===== src/design/mcpbm_pkg.sv =====
package mcpbm_pkg;

   // Bus access kinds carried on the mode field.
   localparam logic [1:0] MODE_CPU_READ  = 2'd0;
   localparam logic [1:0] MODE_CPU_WRITE = 2'd1;
   localparam logic [1:0] MODE_PPU_READ  = 2'd2;
   localparam logic [1:0] MODE_PPU_WRITE = 2'd3;

   // Configuration register indexes.
   localparam logic CSR_PRG_BANK_COUNT = 1'b0;
   localparam logic CSR_CHR_IS_RAM     = 1'b1;

   // Field widths.
   localparam int ADDR_W   = 16;
   localparam int MAPPED_W = 20;
   localparam int COUNT_W  = 7;
   localparam int CMD_W    = 9;
   localparam int INNER_W  = 3;
   localparam int DVD_W    = 6;
   localparam int OFFS_W   = 14;
   localparam int CHR_W    = 13;

   // Default bank limit.
   localparam int MAX_PRG_BANKS_DEF = 64;

   // Inner bank masks for the 32KB-style sub-mode.
   localparam logic [DVD_W-1:0] PAIR_MASK = 6'h06;
   localparam logic [DVD_W-1:0] ODD_BIT   = 6'h01;
   localparam logic [DVD_W-1:0] LAST_BANK = 6'h07;

   // Request to the remainder unit.
   typedef struct packed {
      logic               start;
      logic [DVD_W-1:0]   dividend;
      logic [COUNT_W-1:0] divisor;
   } mod_req_type;

   // Answer from the remainder unit.
   typedef struct packed {
      logic             done;
      logic [DVD_W-1:0] remainder;
   } mod_rsp_type;

endpackage


===== src/design/mcpbm_mod_unit.sv =====
module mcpbm_mod_unit (
   input  logic                clock,
   input  logic                reset,
   input  mcpbm_pkg::mod_req_type req,
   output mcpbm_pkg::mod_rsp_type rsp
);

   localparam int StepW = $clog2(mcpbm_pkg::DVD_W + 1);
   localparam logic [StepW-1:0] Steps = StepW'(mcpbm_pkg::DVD_W);

   logic                           run_ff, run_in;
   logic                           done_ff, done_in;
   logic [StepW-1:0]               cnt_ff, cnt_in;
   logic [mcpbm_pkg::DVD_W-1:0]    dvd_ff, dvd_in;
   logic [mcpbm_pkg::DVD_W-1:0]    rem_ff, rem_in;
   logic [mcpbm_pkg::COUNT_W-1:0]  div_ff, div_in;
   logic [mcpbm_pkg::DVD_W:0]      shifted;
   logic [mcpbm_pkg::DVD_W+1:0]    diff;

   // One restoring step: bring down the next dividend bit and subtract if it fits.
   assign shifted = {rem_ff, dvd_ff[mcpbm_pkg::DVD_W-1]};
   assign diff    = {1'b0, shifted} - {1'b0, div_ff};

   always_comb begin
      run_in  = run_ff;
      done_in = 1'b0;
      cnt_in  = cnt_ff;
      dvd_in  = dvd_ff;
      rem_in  = rem_ff;
      div_in  = div_ff;
      if (req.start) begin
         run_in = 1'b1;
         cnt_in = Steps;
         dvd_in = req.dividend;
         rem_in = '0;
         div_in = req.divisor;
      end else if (run_ff) begin
         dvd_in = {dvd_ff[mcpbm_pkg::DVD_W-2:0], 1'b0};
         if (!diff[mcpbm_pkg::DVD_W+1]) begin
            rem_in = diff[mcpbm_pkg::DVD_W-1:0];
         end else begin
            rem_in = shifted[mcpbm_pkg::DVD_W-1:0];
         end
         cnt_in = cnt_ff - StepW'(1);
         if (cnt_ff == StepW'(1)) begin
            run_in  = 1'b0;
            done_in = 1'b1;
         end
      end
   end

   always_ff @(posedge clock) begin
      if (reset) begin
         run_ff  <= 1'b0;
         done_ff <= 1'b0;
      end else begin
         run_ff  <= run_in;
         done_ff <= done_in;
      end
      cnt_ff <= cnt_in;
      dvd_ff <= dvd_in;
      rem_ff <= rem_in;
      div_ff <= div_in;
   end

   assign rsp.done      = done_ff;
   assign rsp.remainder = rem_ff;

endmodule


===== src/design/multicart_prg_bank_mapper_core.sv =====
// Channel     | Ports                                     | Transfer
// ------------+-------------------------------------------+------------------------------
// request     | start, busy, req_mode, req_address        | edge with start high, busy low
// response    | rsp_strobe, rsp_hit, rsp_mapped_address,  | every cycle rsp_strobe is high
//             | rsp_mirror_horizontal                     |
// config      | csr_write_enable, csr_index,              | edge with csr_write_enable high
//             | csr_write_data                            |
//
// Every access gives its response in the cycle after the transfer.
// Reads, PPU accesses and CPU writes below 8000 keep busy high for one cycle.
// A CPU write at 8000-FFFF, or a write of the bank count, recomputes both window
// banks on one 6-step remainder unit used twice, low window first; busy stays high
// until both are done, or for one cycle when the effective bank count is zero.
// Reset is synchronous; it restores the register defaults and clears the latches.
// The response side has no stall; a response is valid for exactly one cycle.
module multicart_prg_bank_mapper_core #(
   parameter int MAX_PRG_BANKS = mcpbm_pkg::MAX_PRG_BANKS_DEF
) (
   input  logic                                clock,
   input  logic                                reset,
   input  logic                                start,
   output logic                                busy,
   input  logic [1:0]                          req_mode,
   input  logic [mcpbm_pkg::ADDR_W-1:0]        req_address,
   output logic                                rsp_strobe,
   output logic                                rsp_hit,
   output logic [mcpbm_pkg::MAPPED_W-1:0]      rsp_mapped_address,
   output logic                                rsp_mirror_horizontal,
   input  logic                                csr_write_enable,
   input  logic                                csr_index,
   input  logic [mcpbm_pkg::COUNT_W-1:0]       csr_write_data
);

   localparam int BankW = (MAX_PRG_BANKS > 1) ? $clog2(MAX_PRG_BANKS) : 1;
   localparam logic [mcpbm_pkg::COUNT_W-1:0] MaxCount = mcpbm_pkg::COUNT_W'(MAX_PRG_BANKS);
   localparam logic [mcpbm_pkg::COUNT_W-1:0] ResetCount = mcpbm_pkg::COUNT_W'(8);

   typedef enum logic [4:0] {
      ST_IDLE = 5'b00001,
      ST_RESP = 5'b00010,
      ST_PREP = 5'b00100,
      ST_LO   = 5'b01000,
      ST_HI   = 5'b10000
   } state_type;

   state_type                          state_ff, state_in;
   logic [mcpbm_pkg::COUNT_W-1:0]      count_ff, count_in;
   logic                               chr_ram_ff, chr_ram_in;
   logic [mcpbm_pkg::CMD_W-1:0]        cmd_ff, cmd_in;
   logic [mcpbm_pkg::INNER_W-1:0]      inner_ff, inner_in;
   logic [BankW-1:0]                   low_win_ff, low_win_in;
   logic [BankW-1:0]                   high_win_ff, high_win_in;
   logic                               strobe_ff, strobe_in;
   logic                               hit_ff, hit_in;
   logic [mcpbm_pkg::MAPPED_W-1:0]     mapped_ff, mapped_in;
   logic                               mirror_ff, mirror_in;

   logic                               accept;
   logic                               latch_write;
   logic                               count_write;
   logic [mcpbm_pkg::COUNT_W-1:0]      count_eff;
   logic [mcpbm_pkg::DVD_W-1:0]        base;
   logic [mcpbm_pkg::DVD_W-1:0]        inner6;
   logic [mcpbm_pkg::DVD_W-1:0]        lo_val;
   logic [mcpbm_pkg::DVD_W-1:0]        hi_val;
   logic [mcpbm_pkg::DVD_W-1:0]        sel_win;
   mcpbm_pkg::mod_req_type             mod_req;
   mcpbm_pkg::mod_rsp_type             mod_rsp;

   assign accept      = start && !busy;
   assign busy        = (state_ff != ST_IDLE);
   assign latch_write = accept && (req_mode == mcpbm_pkg::MODE_CPU_WRITE) && req_address[15];
   assign count_write = csr_write_enable && (csr_index == mcpbm_pkg::CSR_PRG_BANK_COUNT);

   // Bank count above the limit acts as the limit.
   assign count_eff = (count_ff > MaxCount) ? MaxCount : count_ff;

   // Window bank operands before reduction.
   assign base   = cmd_ff[7:2];
   assign inner6 = mcpbm_pkg::DVD_W'(inner_ff);
   always_comb begin
      if (cmd_ff[1]) begin
         if (cmd_ff[8]) begin
            lo_val = base | inner6;
            hi_val = base | mcpbm_pkg::LAST_BANK;
         end else begin
            lo_val = base | (inner6 & mcpbm_pkg::PAIR_MASK);
            hi_val = base | (inner6 & mcpbm_pkg::PAIR_MASK) | mcpbm_pkg::ODD_BIT;
         end
      end else begin
         lo_val = base | inner6;
         hi_val = base | inner6;
      end
   end

   // Requests to the shared remainder unit: low window first, then high window.
   always_comb begin
      mod_req.start    = 1'b0;
      mod_req.dividend = lo_val;
      mod_req.divisor  = count_eff;
      if ((state_ff == ST_PREP) && (count_eff != '0)) begin
         mod_req.start = 1'b1;
      end else if ((state_ff == ST_LO) && mod_rsp.done) begin
         mod_req.start    = 1'b1;
         mod_req.dividend = hi_val;
      end
   end

   mcpbm_mod_unit u_mod (
      .clock (clock),
      .reset (reset),
      .req   (mod_req),
      .rsp   (mod_rsp)
   );

   // Configuration registers and the command and bank latches.
   always_comb begin
      count_in   = count_ff;
      chr_ram_in = chr_ram_ff;
      cmd_in     = cmd_ff;
      inner_in   = inner_ff;
      if (csr_write_enable) begin
         case (csr_index)
            mcpbm_pkg::CSR_PRG_BANK_COUNT: count_in   = csr_write_data;
            default:                       chr_ram_in = csr_write_data[0];
         endcase
      end
      if (latch_write) begin
         if (req_address[14]) begin
            inner_in = req_address[mcpbm_pkg::INNER_W-1:0];
         end else begin
            cmd_in = req_address[mcpbm_pkg::CMD_W-1:0];
         end
      end
   end

   // Response for the accepted access.
   assign sel_win = req_address[14] ? mcpbm_pkg::DVD_W'(high_win_ff)
                                    : mcpbm_pkg::DVD_W'(low_win_ff);
   always_comb begin
      strobe_in = accept;
      hit_in    = hit_ff;
      mapped_in = mapped_ff;
      mirror_in = mirror_ff;
      if (accept) begin
         hit_in    = 1'b0;
         mapped_in = '0;
         mirror_in = cmd_in[0];
         case (req_mode)
            mcpbm_pkg::MODE_CPU_READ: begin
               if (req_address[15]) begin
                  hit_in    = 1'b1;
                  mapped_in = {sel_win, req_address[mcpbm_pkg::OFFS_W-1:0]};
               end
            end
            mcpbm_pkg::MODE_PPU_READ: begin
               if (req_address[15:13] == 3'b000) begin
                  hit_in    = 1'b1;
                  mapped_in = mcpbm_pkg::MAPPED_W'(req_address[mcpbm_pkg::CHR_W-1:0]);
               end
            end
            mcpbm_pkg::MODE_PPU_WRITE: begin
               if (req_address[15:13] == 3'b000) begin
                  hit_in    = chr_ram_ff;
                  mapped_in = mcpbm_pkg::MAPPED_W'(req_address[mcpbm_pkg::CHR_W-1:0]);
               end
            end
            default: begin
               hit_in = 1'b0;
            end
         endcase
      end
   end

   // Sequencer for the window bank recompute.
   always_comb begin
      state_in    = state_ff;
      low_win_in  = low_win_ff;
      high_win_in = high_win_ff;
      unique case (state_ff)
         ST_IDLE: begin
            if (accept) begin
               state_in = latch_write ? ST_PREP : ST_RESP;
            end
         end
         ST_RESP: begin
            state_in = ST_IDLE;
         end
         ST_PREP: begin
            if (count_eff == '0) begin
               low_win_in  = '0;
               high_win_in = '0;
               state_in    = ST_IDLE;
            end else begin
               state_in = ST_LO;
            end
         end
         ST_LO: begin
            if (mod_rsp.done) begin
               low_win_in = mod_rsp.remainder[BankW-1:0];
               state_in   = ST_HI;
            end
         end
         ST_HI: begin
            if (mod_rsp.done) begin
               high_win_in = mod_rsp.remainder[BankW-1:0];
               state_in    = ST_IDLE;
            end
         end
         default: begin
            state_in = ST_IDLE;
         end
      endcase
      // A new bank count restarts the recompute from the top.
      if (count_write) begin
         state_in = ST_PREP;
      end
   end

   always_ff @(posedge clock) begin
      if (reset) begin
         state_ff    <= ST_IDLE;
         count_ff    <= ResetCount;
         chr_ram_ff  <= 1'b1;
         cmd_ff      <= '0;
         inner_ff    <= '0;
         low_win_ff  <= '0;
         high_win_ff <= '0;
         strobe_ff   <= 1'b0;
      end else begin
         state_ff    <= state_in;
         count_ff    <= count_in;
         chr_ram_ff  <= chr_ram_in;
         cmd_ff      <= cmd_in;
         inner_ff    <= inner_in;
         low_win_ff  <= low_win_in;
         high_win_ff <= high_win_in;
         strobe_ff   <= strobe_in;
      end
      hit_ff    <= hit_in;
      mapped_ff <= mapped_in;
      mirror_ff <= mirror_in;
   end

   assign rsp_strobe            = strobe_ff;
   assign rsp_hit               = hit_ff;
   assign rsp_mapped_address    = mapped_ff;
   assign rsp_mirror_horizontal = mirror_ff;

   // Every transfer gives exactly one response, in the next cycle.
   a_resp_follows: assert property (@(posedge clock) disable iff (reset)
      accept |=> rsp_strobe)
      else $error("response missing after a request transfer");

   a_resp_origin: assert property (@(posedge clock) disable iff (reset)
      rsp_strobe |-> $past(accept))
      else $error("response without a request transfer");

   // Once settled, both window banks lie below the bank count.
   a_windows_in_range: assert property (@(posedge clock) disable iff (reset)
      (state_ff == ST_IDLE) && (count_eff != '0) |->
         (mcpbm_pkg::COUNT_W'(low_win_ff) < count_eff) &&
         (mcpbm_pkg::COUNT_W'(high_win_ff) < count_eff))
      else $error("window bank not reduced below the bank count");

   a_windows_zero: assert property (@(posedge clock) disable iff (reset)
      (state_ff == ST_IDLE) && (count_eff == '0) |->
         (low_win_ff == '0) && (high_win_ff == '0))
      else $error("window bank not zero with a bank count of zero");

endmodule

===== config.mk =====
export PLATFORM = sky130hd
export DESIGN_NAME = multicart_prg_bank_mapper_core
export DESIGN_NICKNAME = d
export VERILOG_FILES = /design/src/design/mcpbm_pkg.sv /design/src/design/mcpbm_mod_unit.sv /design/src/design/multicart_prg_bank_mapper_core.sv
export SDC_FILE = /design/constraint.sdc
export NUM_CORES = 1
export LEC_CHECK = 0
export BUFFER_PORTS_ARGS = -buffer_cell sky130_fd_sc_hd__buf_2
export CAP_MARGIN = 20
export CORE_MARGIN = 5
export CORE_UTILIZATION = 31
export DETAILED_ROUTE_END_ITERATION = 10
export PLACE_DENSITY = 0.56
export SYNTH_ARGS = -nofsm -noshare
export SYNTH_HDL_FRONTEND = slang
export SYNTH_SLANG_ARGS = --single-unit

===== constraint.sdc =====
create_clock -name clock -period 2.9 [get_ports clock]
set_clock_uncertainty 0.1 [all_clocks]
set_input_delay 0.58 -clock clock [delete_from_list [all_inputs] [get_ports clock]]
set_output_delay 0.58 -clock clock [all_outputs]
set_load 0.05 [all_outputs]

# After elaboration in Yosys (flattened, before gate mapping)
# Index checks and enable logic that the tools add are counted.
# op_classes
add_sub_neg,2
n_reduce_logical,25
eq_ne,16
bitwise_logic,5
n_lt_le_gt_ge,1
n_div,0
mux,36
multipliers,0
shift,0
# ops
operator,n
6-bit 2-to-1 mux,11
20-bit one-hot mux with 2 select lines,1
6-bit one-hot mux with 2 select lines,2
20-bit 2-to-1 mux,1
5-bit one-hot mux with 4 select lines,1
5-bit 2-to-1 mux,3
7-bit 2-to-1 mux,2
13-bit 2-to-1 mux,1
6-bit by 3-bit bitwise OR with 6-bit output,2
3-bit AND reduction,4
1-bit 2-to-1 mux,10
2-bit AND reduction,4
7-bit by 7-bit subtractor with 8-bit output,1
"7-bit > comparator, second input constant",1
7-bit zero test,1
7-bit nonzero test,1
1-bit logical AND,6
3-bit 2-to-1 mux,2
"2-bit by 1-bit inequality test with 1-bit output, second input constant",3
"3-bit by 2-bit inequality test with 1-bit output, second input constant",2
2-bit nonzero test,3
"5-bit by 1-bit equality test with 1-bit output, second input constant",1
"5-bit by 3-bit equality test with 1-bit output, second input constant",1
"5-bit by 4-bit equality test with 1-bit output, second input constant",1
16 further kinds,20
# totals
word_cells,104
mem_bits_rw,0
latchBits,0
n_memories,0
in_bits,30
romBits,0
regBits,84

# Logic depth before layout (Yosys ltp)
# depth
depth_word,9
ltp_mapped,9

# Cells and area by module
# From an unflattened synthesis, not the netlist that was laid out.
# hier_totals
hier_cells,374
hier_area_um2,3903.7
# modules_own_cells
mod,n_inst,area_per_inst_um2,cells_per_inst,seq_area_each_um2
multicart_prg_bank_mapper_core,1,2657.5,260,1421.4
mcpbm_mod_unit,1,1246.2,114,610.6

# Least setup slack after synthesis
# OpenSTA, ideal clock, no wires.
# synth_path
path_type,register -> register
startpoint,register state_ff[2]
endpoint,"register mirror_ff (netlist: rsp_mirror_horizontal), data pin"
arrival_time_ns,1.814
period_less_slack_ns,2.179
slack_ns,0.721
setup_time_ns,0.266
path_buffers,2
stages_incl_launch_ff,7
t_required_ns,2.534
cell_sequence,dfxtp_1 nor3_1 and3_1 buf_2 and4b_1 buf_6 mux2_1
# synth_via
elab_chain_len,6
# synth_rtl
item,line_no,text
start: declaration,multicart_prg_bank_mapper_core.sv:46,"state_type state_ff, state_in;"
start signal: assignment,multicart_prg_bank_mapper_core.sv:231,state_ff <= state_in;
5-bit by 1-bit inequality test with 1-bit output,multicart_prg_bank_mapper_core.sv:71,assign busy = (state_ff != ST_IDLE);
1-bit zero test,multicart_prg_bank_mapper_core.sv:70,assign accept = start && !busy;
1-bit logical AND,multicart_prg_bank_mapper_core.sv:70,
named net accept,multicart_prg_bank_mapper_core.sv:58,logic accept;
1-bit logical AND (2 in series),multicart_prg_bank_mapper_core.sv:72,assign latch_write = accept && (req_mode == mcpbm_pkg::MODE_CPU_WRITE) && req_address[15];
1-bit 2-to-1 mux,multicart_prg_bank_mapper_core.sv:128,if (latch_write) begin
named net cmd_in (one bit),multicart_prg_bank_mapper_core.sv:49,"logic [mcpbm_pkg::CMD_W-1:0] cmd_ff, cmd_in;"
end signal: assignment,multicart_prg_bank_mapper_core.sv:242,mirror_ff <= mirror_in;
end: declaration,multicart_prg_bank_mapper_core.sv:56,"logic mirror_ff, mirror_in;"
# The timed path passes the listed nets, and every way through them passes these cells.
# A chain may end at the register's enable or synchronous reset.

# Final worst setup path
# layout_path
startpoint,register u_mod.rem_ff[1] in the netlist's numbering
endpoint,register u_mod.rem_ff[0] in the netlist's numbering
# layout_via
elab_chain_len,2
# layout_rtl
item,line_no,text
start: declaration,mcpbm_mod_unit.sv:15,"logic [mcpbm_pkg::DVD_W-1:0] rem_ff, rem_in;"
start signal: assignment,mcpbm_mod_unit.sv:62,rem_ff <= rem_in;
7-bit by 7-bit subtractor with 8-bit output,mcpbm_mod_unit.sv:22,"assign diff = {1'b0, shifted} - {1'b0, div_ff};"
6-bit 2-to-1 mux,mcpbm_mod_unit.sv:39,if (!diff[mcpbm_pkg::DVD_W+1]) begin
# Every way passes these cells.

==> metrics <==
Die Ht 120 um; Max FO, Critical Path 7; TritonCTS clock tree done; number of global-route vias before repair 2466; Final ANT Viol Nets 0; total nets after synthesis 403; Layout Nets 453; Worst Max-Slew Pin Slew 752 ps; maximum root-to-sink buffer count 2; CTS clock-pin slew for the worst setup and hold paths 60 ps; # rows 40; kind of critical path reg -> reg; Ports 54; register area share after synthesis 0.539; Post-synth EDFFs 35; Post-DP HPWL 5.35 mm; routability cong. 0.804; synthesis-stage register bit count 84; critical path arrival 2380 ps; syn avg cell area 10.4 sq um; final cell area excluding filler cells 4490 sq um; Die Wd 120 um; remaining routing DRC violations 0; share of cells above drive strength 1 0.201; Max VDD drop 0.267 mV; initial antenna violation count 0; # clock sinks 84; final setup fails 0; share of Yosys cell area claimed by the top area cell type 0.279; post-synthesis cell type count 51; f_max 451 MHz; largest net degree at the start of global routing 41; Final Util 0.376; main area contributors after synthesis edfxtp_1, dfxtp_1, mux2i_1, nor2b_1, nand2_1; asr flop ratio synth 0; die area 14500 sq um; routed len/inst 12.9 um; yosys synthesis warning count 0; PwrDens 728 nW/um^2; Final Cycle Share 0.765; Iter 0 DRT Violations 154; Final Hold Fails 0; Num CTS Buffers 9; max cap viols 0; Post-synth top flop dfxtp_1; status completed; cell count after synthesis 363; fin. max-slew vios 0; setup bufs post-CTS 0; clock latency on the worst-skew pair 340 ps; IO buf count 53; Overflow after GRT 0; first-pass GRT wire length 12.1 mm; Hold Path Cell Cnt 3; area of the core 12000 sq um; post_cts resized 0; crit path time final 2220 ps; Placed Instance Area 4150 sq um; crit path capture type flop; All-Layer GR Usage 0.104; clock root cell clkbuf_16; htree depth 3; final WL 7.28 mm; first-pass detailed-route iteration total 4; Worst Path Required 3060 ps; layout overhead on the synthesized area 19.2%; mapped cell area 3770 sq um; relative slew slack 0.498; Antenna Diode Count 0; Initial Util 0.315; Leakage 1.80 nW; via/cell ratio 4.63; RSZ-0062 raised after global routing no; cell taking the most area after synthesis edfxtp_1; R2R depth 6; crit start category flop; setup tns final 0 ps; Min-Delay Path Class in -> reg; DR vias 2614; Post-CTS Hold Fix Bufs 0
## metal layers
layer | wire length [um] | vias to the layer above | global-route usage
met5 | 0 | - | 0
met4 | 70 | 0 | 0.0340
met3 | 473 | 5 | 0.0309
met2 | 3130 | 66 | 0.153
met1 | 3600 | 1194 | 0.147
li1 | - | 1349 | -
## metrics by stage
| step | hold WS, ps | worst slack (ps) | power [mW] | cells |
|---|---|---|---|---|
| detailed placement | 361 | 721 | 2.00 | 549 |
| global placement | 355 | 743 | 1.98 | 549 |
| global route | 383 | 543 | 3.45 | 565 |
| CTS | 349 | 682 | 3.30 | 565 |
| floorplan | 339 | 721 | 1.86 | 363 |
| finish | 361 | 681 | 3.27 | 565 |
## placed cells by master, fill, tap and decap left out, types with 2 or more instances in the layout
| cell type | instances |
|---|---|
| ha_1 | 9 |
| o21ai_0 | 11 |
| dfxtp_1 | 49 |
| buf_4 | 4 |
| mux2i_1 | 24 |
| nand3_1 | 13 |
| nor2b_1 | 27 |
| nand4_1 | 2 |
| inv_6 | 2 |
| inv_1 | 14 |
| a21oi_1 | 16 |
| xnor2_1 | 2 |
| a211oi_2 | 3 |
| buf_2 | 53 |
| nand2b_1 | 22 |
| nor3_1 | 2 |
| o32a_1 | 2 |
| clkbuf_16 | 9 |
| a21o_1 | 2 |
| nand3b_1 | 2 |
| nand2_1 | 42 |
| bufinv_16 | 3 |
| a31oi_2 | 2 |
| nor2_1 | 35 |
| xor2_1 | 4 |
| o21ai_1 | 2 |
| edfxtp_1 | 35 |
## kinds of logic (layout without fill, tap and decap cells)
kind of cell    Yosys count  count (layout)  synth area share
xor+xnor                  6               6            0.0139
fa+ha+maj                10              10            0.0352
simple gates            155             155             0.209
buf+inv                  33              88            0.0422
mux                      26              26            0.0697
compound gates           49              49            0.0906
flops                    84              84             0.539
## state kept, by name, indices dropped and copies added, names as in the netlist
signal / flops
inner_ff: 3
rsp_hit: 1
state_ff: 5
rsp_mirror_horizontal: 1
count_ff: 7
u_mod.done_ff: 1
rsp_mapped_address: 20
u_mod.run_ff: 1
u_mod.cnt_ff: 3
rsp_strobe: 1
u_mod.rem_ff: 6
low_win_ff: 6
chr_ram_ff: 1
u_mod.div_ff: 7
cmd_ff: 9
high_win_ff: 6
u_mod.dvd_ff: 6
## critical path, stage by stage, from the launching register on
cell	delay, ps
dfxtp_1	350
ha_1	350
nor2_1	80
a211oi_2	300
o21ai_1	280
or3b_2	520
a31oi_2	160
## worst paths after layout
| kind | slack, ps | to | startpoint |
|---|---|---|---|
| min | 360 | count_ff[3] | csr_write_data[3] |
| min reg2reg | 370 | count_ff[2] | count_ff[2] |
| max | 680 | u_mod.rem_ff[0] | u_mod.rem_ff[1] |
| max reg2reg | 680 | u_mod.rem_ff[0] | u_mod.rem_ff[1] |
## layout make-up
class,instances,area [sq um]
clock buffers,10,229
inverters,15,61.3
flip-flops and latches,84,2030
repair buffers,57,295
well taps,147,184
multi-input cells,246,1580
fillers,1206,7470
clock inverters,6,113
## synthesized netlist by cell type (all sizes together) (2+ instances only)
cell,n
dfxtp,49
nand2,42
edfxtp,35
nor2,35
nor2b,27
mux2i,24
nand2b,22
a21oi,16
inv,15
nand3,13
o21ai,13
clkbuf,12
ha,9
buf,6
a211oi,4
xor2,4
a21o,2
a31oi,2
and2,2
mux2,2
nand3b,2
nand4,2
nor3,2
nor4b,2
o211ai,2
o32a,2
xnor2,2
## report_power, final
group | switching, mW | leakage [nW] | internal [mW]
Combinational | 0.330 | 0.900 | 0.213
Clock | 0.454 | 0.167 | 0.844
Sequential | 0.0907 | 0.732 | 1.34
Note: power is estimated with default switching activity, not from simulation.
